===== config.mk =====
export PLATFORM = sky130hd
export DESIGN_NAME = v3a_sqrt
export DESIGN_NICKNAME = d
export VERILOG_FILES = /design/src/rtl/core/v3a_pkg.sv /design/src/rtl/core/v3a_sqrt.sv
export SDC_FILE = /design/constraint.sdc
export NUM_CORES = 2
export LEC_CHECK = 0
export BUFFER_PORTS_ARGS = -buffer_cell sky130_fd_sc_hd__buf_2
export CORE_MARGIN = 2
export CORE_UTILIZATION = 62
export CTS_CLUSTER_SIZE = 28
export DETAILED_ROUTE_END_ITERATION = 6
export HOLD_SLACK_MARGIN = 0.1
export PLACE_DENSITY = 0.78
export SYNTH_ARGS = -nofsm -noshare
export SYNTH_HDL_FRONTEND = slang
export SYNTH_MEMORY_MAX_BITS = 65536
export SYNTH_SLANG_ARGS = --single-unit

===== constraint.sdc =====
create_clock -name clk -period 4.6 [get_ports clk]
set_input_delay 0.46 -clock clk [delete_from_list [all_inputs] [get_ports clk]]
set_output_delay 0.46 -clock clk [all_outputs]
set_load 0.01 [all_outputs]

===== src/rtl/core/v3a_pkg.sv =====
// ----------------------------------------------------------------------------
// v3a_pkg
// Shared constants, codes, types and the saturation helper of the vector unit.
// ----------------------------------------------------------------------------
package v3a_pkg;

  localparam int FRAC_BITS = 16;
  localparam int WW        = 32;
  localparam int SW        = 66;
  localparam int NW        = WW + FRAC_BITS;
  localparam int FRONT_LAT = 4;
  localparam int SQ_STAGES = WW;
  localparam int SQ_LAT    = SQ_STAGES + 2;
  localparam int DIV_LAT   = NW + 1;
  localparam int LATENCY   = FRONT_LAT + SQ_LAT + DIV_LAT + 1;

  localparam logic [2:0] OP_ADD   = 3'd0;
  localparam logic [2:0] OP_SUB   = 3'd1;
  localparam logic [2:0] OP_SCALE = 3'd2;
  localparam logic [2:0] OP_DIV   = 3'd3;
  localparam logic [2:0] OP_DOT   = 3'd4;
  localparam logic [2:0] OP_CROSS = 3'd5;
  localparam logic [2:0] OP_LEN   = 3'd6;
  localparam logic [2:0] OP_NORM  = 3'd7;

  localparam logic [1:0] ST_OK   = 2'd0;
  localparam logic [1:0] ST_SAT  = 2'd1;
  localparam logic [1:0] ST_DIV0 = 2'd2;

  localparam logic [31:0] MAX_POS = 32'h7FFF_FFFF;
  localparam logic [31:0] MIN_NEG = 32'h8000_0000;

  typedef struct packed {
    logic [31:0] v;
    logic        s;
  } v3a_sat_t;

  typedef struct packed {
    logic [2:0]       op;
    logic [2:0][31:0] r_vec;
    logic [31:0]      r_scalar;
    logic             sat;
    logic [2:0][31:0] a_mag;
    logic [2:0]       a_neg;
    logic [31:0]      s_mag;
    logic             s_neg;
  } v3a_early_t;

  // sign/magnitude to saturated two's complement
  function automatic v3a_sat_t sat32(input logic neg, input logic [SW-1:0] m);
    v3a_sat_t r;
    r.s = 1'b0;
    r.v = '0;
    if (!neg) begin
      if (m > SW'(MAX_POS)) begin
        r.s = 1'b1;
        r.v = MAX_POS;
      end else begin
        r.v = m[31:0];
      end
    end else begin
      if (m > SW'(MIN_NEG)) begin
        r.s = 1'b1;
        r.v = MIN_NEG;
      end else begin
        r.v = ~m[31:0] + 32'd1;
      end
    end
    return r;
  endfunction

endpackage


===== src/rtl/core/v3a_sqrt.sv =====
// ----------------------------------------------------------------------------
// v3a_sqrt
// Pipelined integer square root, one root bit per stage, rounded to nearest.
// ----------------------------------------------------------------------------
module v3a_sqrt (
  input  logic        clk,
  input  logic [63:0] rad,
  output logic [31:0] root
);

  localparam int S = v3a_pkg::SQ_STAGES;

  logic [63:0] rad_q  [0:S];
  logic [33:0] rem_q  [0:S];
  logic [31:0] root_q [0:S];
  logic [33:0] rem_t  [0:S-1];
  logic [33:0] trial  [0:S-1];
  logic        ge     [0:S-1];

  always_comb begin
    for (int i = 0; i < S; i++) begin
      rem_t[i] = {rem_q[i][31:0], rad_q[i][63:62]};
      trial[i] = {root_q[i], 2'b01};
      ge[i]    = rem_t[i] >= trial[i];
    end
  end

  always_ff @(posedge clk) begin
    rad_q[0]  <= rad;
    rem_q[0]  <= '0;
    root_q[0] <= '0;
    for (int i = 0; i < S; i++) begin
      rad_q[i+1]  <= {rad_q[i][61:0], 2'b00};
      rem_q[i+1]  <= ge[i] ? (rem_t[i] - trial[i]) : rem_t[i];
      root_q[i+1] <= {root_q[i][30:0], ge[i]};
    end
    root <= root_q[S] + 32'(rem_q[S] > {2'b00, root_q[S]});
  end

endmodule


==> impl_results.md <==
* DRC viols at 0
* Pre-Repair DR Iteration Count at 5
* Unrepaired setup endpoints after global routing: no
* Int Pwr at 44170 µW
* Cells on worst reg2reg path at 20
* Core area at 153500 µm²
* Synthesized-area fraction occupied by adder cells at 0.07824
* Vias in the first global route at 65380
* Most frequent cells after synthesis: dfxtp_1 (2595), inv_1 (748), nand2_1 (660)
* Clock network power share at 0.338
* Ant. Diodes at 0
* CP cell instances: inv_1 -> ha_1 -> nand4_1 -> nor2_1 -> a21oi_1 -> o211ai_1 -> nand2_1 -> o211ai_1 -> a221o_1 -> a21oi_1 -> a31oi_1 -> ha_1 -> ha_1 -> nand4_1 -> nor2_2 -> nand2_1 -> nor2_1 -> and3_1 -> nand3_1 -> xnor2_1
* Mapped Nets at 10080
* Initial antenna violation count at 1
* Post-synthesis async set-or-reset flop share at 0
* CTS clk-pin slew, worst paths at 0.07 ns
* CTS tree: done
* Largest family of logic cells by synthesized area: simple AND/OR/NAND/NOR gates
* Final WL at 207800 µm
* Final Hold Viols at 0
* Met1 usage at 0.3176
* Die height at 396.4 µm
* Syn Inst Count at 9418
* Synth Area in Compound Gates at 0.1250
* Max-cap violation count at 0
* FF-to-FF Start: root_q[1][2]
* Peak VDD IR at 0.5598 mV
* Critical Path Max Stage Delay at 0.44 ns
* Die area at 157100 µm²
* Layout Skew at 0.06454 ns
* Fin nets at 10350
* Netlist Area Pre-Place at 95470 µm²
* Critical path origin: root_q[1][2]
* WP buf/inv at 1
* H-tree depth at 4
* Worst-Skew Late Latency at 0.88 ns
* Critical-path top delay cell: dfxtp_1
* Stages on the worst setup path at 20
* Final min period at 4.075 ns
* Slew Limit Fails at 0
* Starting Density at 0.6219
* Synth Warn # at 0
* Comb power frac at 0.193
* Io pins at 97
* Final period utilization at 0.8860
* EDFF count, synth at 0
* Placed cell areas at 98180 µm²
* CP endpoint: root[28]
* Drt initial violations at 4290
* Die Width at 396.4 µm
* Mux cell area share after synthesis at 0.01152
* Area growth syn-to-layout at 12.67%
* Clock root cell: clkbuf_16
* Path type of the worst min-delay path: in2reg
* Synth Register Bits at 2595
* Sw power at 18360 µW
* TritonCTS buffer count at 240
* First-pass GRT wire length at 334700 µm
* CP Max Fanout at 6
* Final estimated routing congestion in global placement at 0.9092
* Postcts setup bufs at 0
* Top-area cell type share of the netlist area at 0.5442
* # rows at 144
* Synth Area per Inst at 10.14 µm²
* Area leader, netlist: dfxtp_1
* Kind of critical path: reg2reg
* R2r setup slk at 0.52 ns
* Via count at 65820
* Met2 usage at 0.4686
* Worst path required time at 5.36 ns
* Flop pwr share at 0.469
* GR peak layer: met2
* Hold_sp: rad[53]
* Post-DR wirelength/cell at 17.39 µm
* WP data arrival at 4.84 ns
* Layout cells sized above 1 at 0.07573
* Final Setup Violations at 0
* Post-synthesis cell type count at 105
* Leak at 0.05070 µW
* Design Area, Final at 107600 µm²
* PwrDens at 581.3 nW/µm²
* Most frequent CP cell: ha_1
* Clock Path Buffers at 3
* Post-DP HPWL at 150600 µm
* Startpoint Class: flip-flop
* Dominant cell by count in the synthesized netlist: dfxtp_1
* Primary FF master, synth: dfxtp_1
* Grt ovf at 0
* M3 GR Usage at 0.03444
* Antenna-violating nets left at 0
* Total track usage at 0.2606
* Status: finished, final reports clean
* Setup TNS at 0 ns
* Worst Tran Pin Value at 1.220 ns
* Worst Setup End Kind: flip-flop
* Fmax at 245.4 MHz
* Vias/cell at 5.508
* Sequential area share after synthesis at 0.5442
* Largest net degree at the start of global routing at 56
* Number of fill cells at 11320
* Area contributors post-synth: dfxtp_1 (54%), ha_1 (7.8%), xnor2_1 (4.2%), xor2_1 (3.5%), a21oi_1 (3.2%)
* Port Buf Inserts at 96
* Delay-heaviest family, CP: simple AND/OR/NAND/NOR gates
* Xor and xnor fraction of the mapped netlist area at 0.07679
* Cell count of the worst hold path at 2
* Worst rel slew slack at 0.1868
* Clock Sink Count at 2595
* Post-synthesis simple-gate area fraction at 0.1274
* Critical R2R Capture: root[28]
* Switching Fraction at 0.2936
power by group through the flow:
stage,Sequential (µW),Clock [µW],Combinational [µW]
2_1_floorplan,28700,0,9270
5_1_grt,29700,22500,13500
6_report,29300,21100,12100
4_1_cts,29300,21500,12000
3_3_place_gp,29700,0,11600
3_5_place_dp,29700,0,11800
sequential cells by signal, indices dropped and copies added, names as in the netlist:
name and count:
root_q 528, root 32, rem_q 979, rad_q 1056
cell usage in the layout, fill, tap and decap left out, types with 54 or more instances in the layout:
| master | instances |
|---|---|
| nand2b_1 | 120 |
| and3_1 | 54 |
| xor2_1 | 382 |
| o31ai_1 | 72 |
| nor2b_1 | 86 |
| inv_1 | 748 |
| dlygate4sd3_1 | 64 |
| ha_1 | 597 |
| clkbuf_16 | 240 |
| a21o_1 | 222 |
| nand4_1 | 106 |
| buf_2 | 96 |
| dfxtp_1 | 2595 |
| or3_1 | 87 |
| mux2_2 | 87 |
| a21oi_1 | 610 |
| o21bai_1 | 71 |
| o21a_1 | 97 |
| nor2_1 | 615 |
| nand2_1 | 660 |
| nor3_1 | 234 |
| o21ai_0 | 460 |
| nor4_1 | 98 |
| nand3_1 | 147 |
| xnor2_1 | 455 |
stage by stage:
stage	power [µW]	util	cells	hold WS, ns	setup slack [ns]
after floorplan	37940	-	9418	0.3096	1.161
after global placement	41290	0.6396	11430	0.3095	0.5318
after detailed placement	41580	0.6396	11430	0.3121	0.4838
after CTS	62910	0.7007	11950	0.1277	0.4627
after global routing	65640	0.7007	11950	0.1711	0.05597
final	62520	0.7007	11950	0.2016	0.5245
logic make-up (layout without fill, tap and decap cells):
kind of cell | count (synthesis) | count (layout)
xor+xnor | 837 | 837
other cells | 1 | 1
compound gates | 1911 | 1911
buf+inv | 918 | 1404
fa+ha+maj | 597 | 597
mux | 99 | 99
simple gates | 2460 | 2460
flops | 2595 | 2595
cell type report:
class                   instances  area [µm²]  area share
flip-flops and latches       2595       51950      0.4830
multi-input cells            5905       40080      0.3726
clock buffers                 317        6735     0.06262
inverters                     755        2834     0.02635
well taps                    2044        2557     0.02378
clock inverters               137        2001     0.01860
repair buffers                195        1409     0.01310
per-layer routing:
| layer | up-vias | wire [µm] |
|---|---|---|
| met3 | 469 | 8448 |
| met4 | 0 | 6900 |
| met1 | 30990 | 88480 |
| met2 | 1537 | 104000 |
| met5 | - | 0 |
| li1 | 32820 | - |
what timing repair did:
item	4_1_cts	5_1_grt
hold buffers	64	0
resized for setup	0	1
endpoints found under the setup margin	0	1
endpoints found under the hold margin	64	0
worst min-delay path by stage:
| stage | to | slack (ns) |
|---|---|---|
| 2_1_floorplan | rad_q[0][1000] | 0.31 |
| 3_3_place_gp | rad_q[0][694] | 0.31 |
| 3_5_place_dp | rad_q[0][1007] | 0.31 |
| 4_1_cts | rad_q[0][4] | 0.13 |
| 5_1_grt | rad_q[0][3] | 0.17 |
| 6_report | rad_q[0][53] | 0.20 |
No activity file was read; power rests on OpenSTA's default activity.
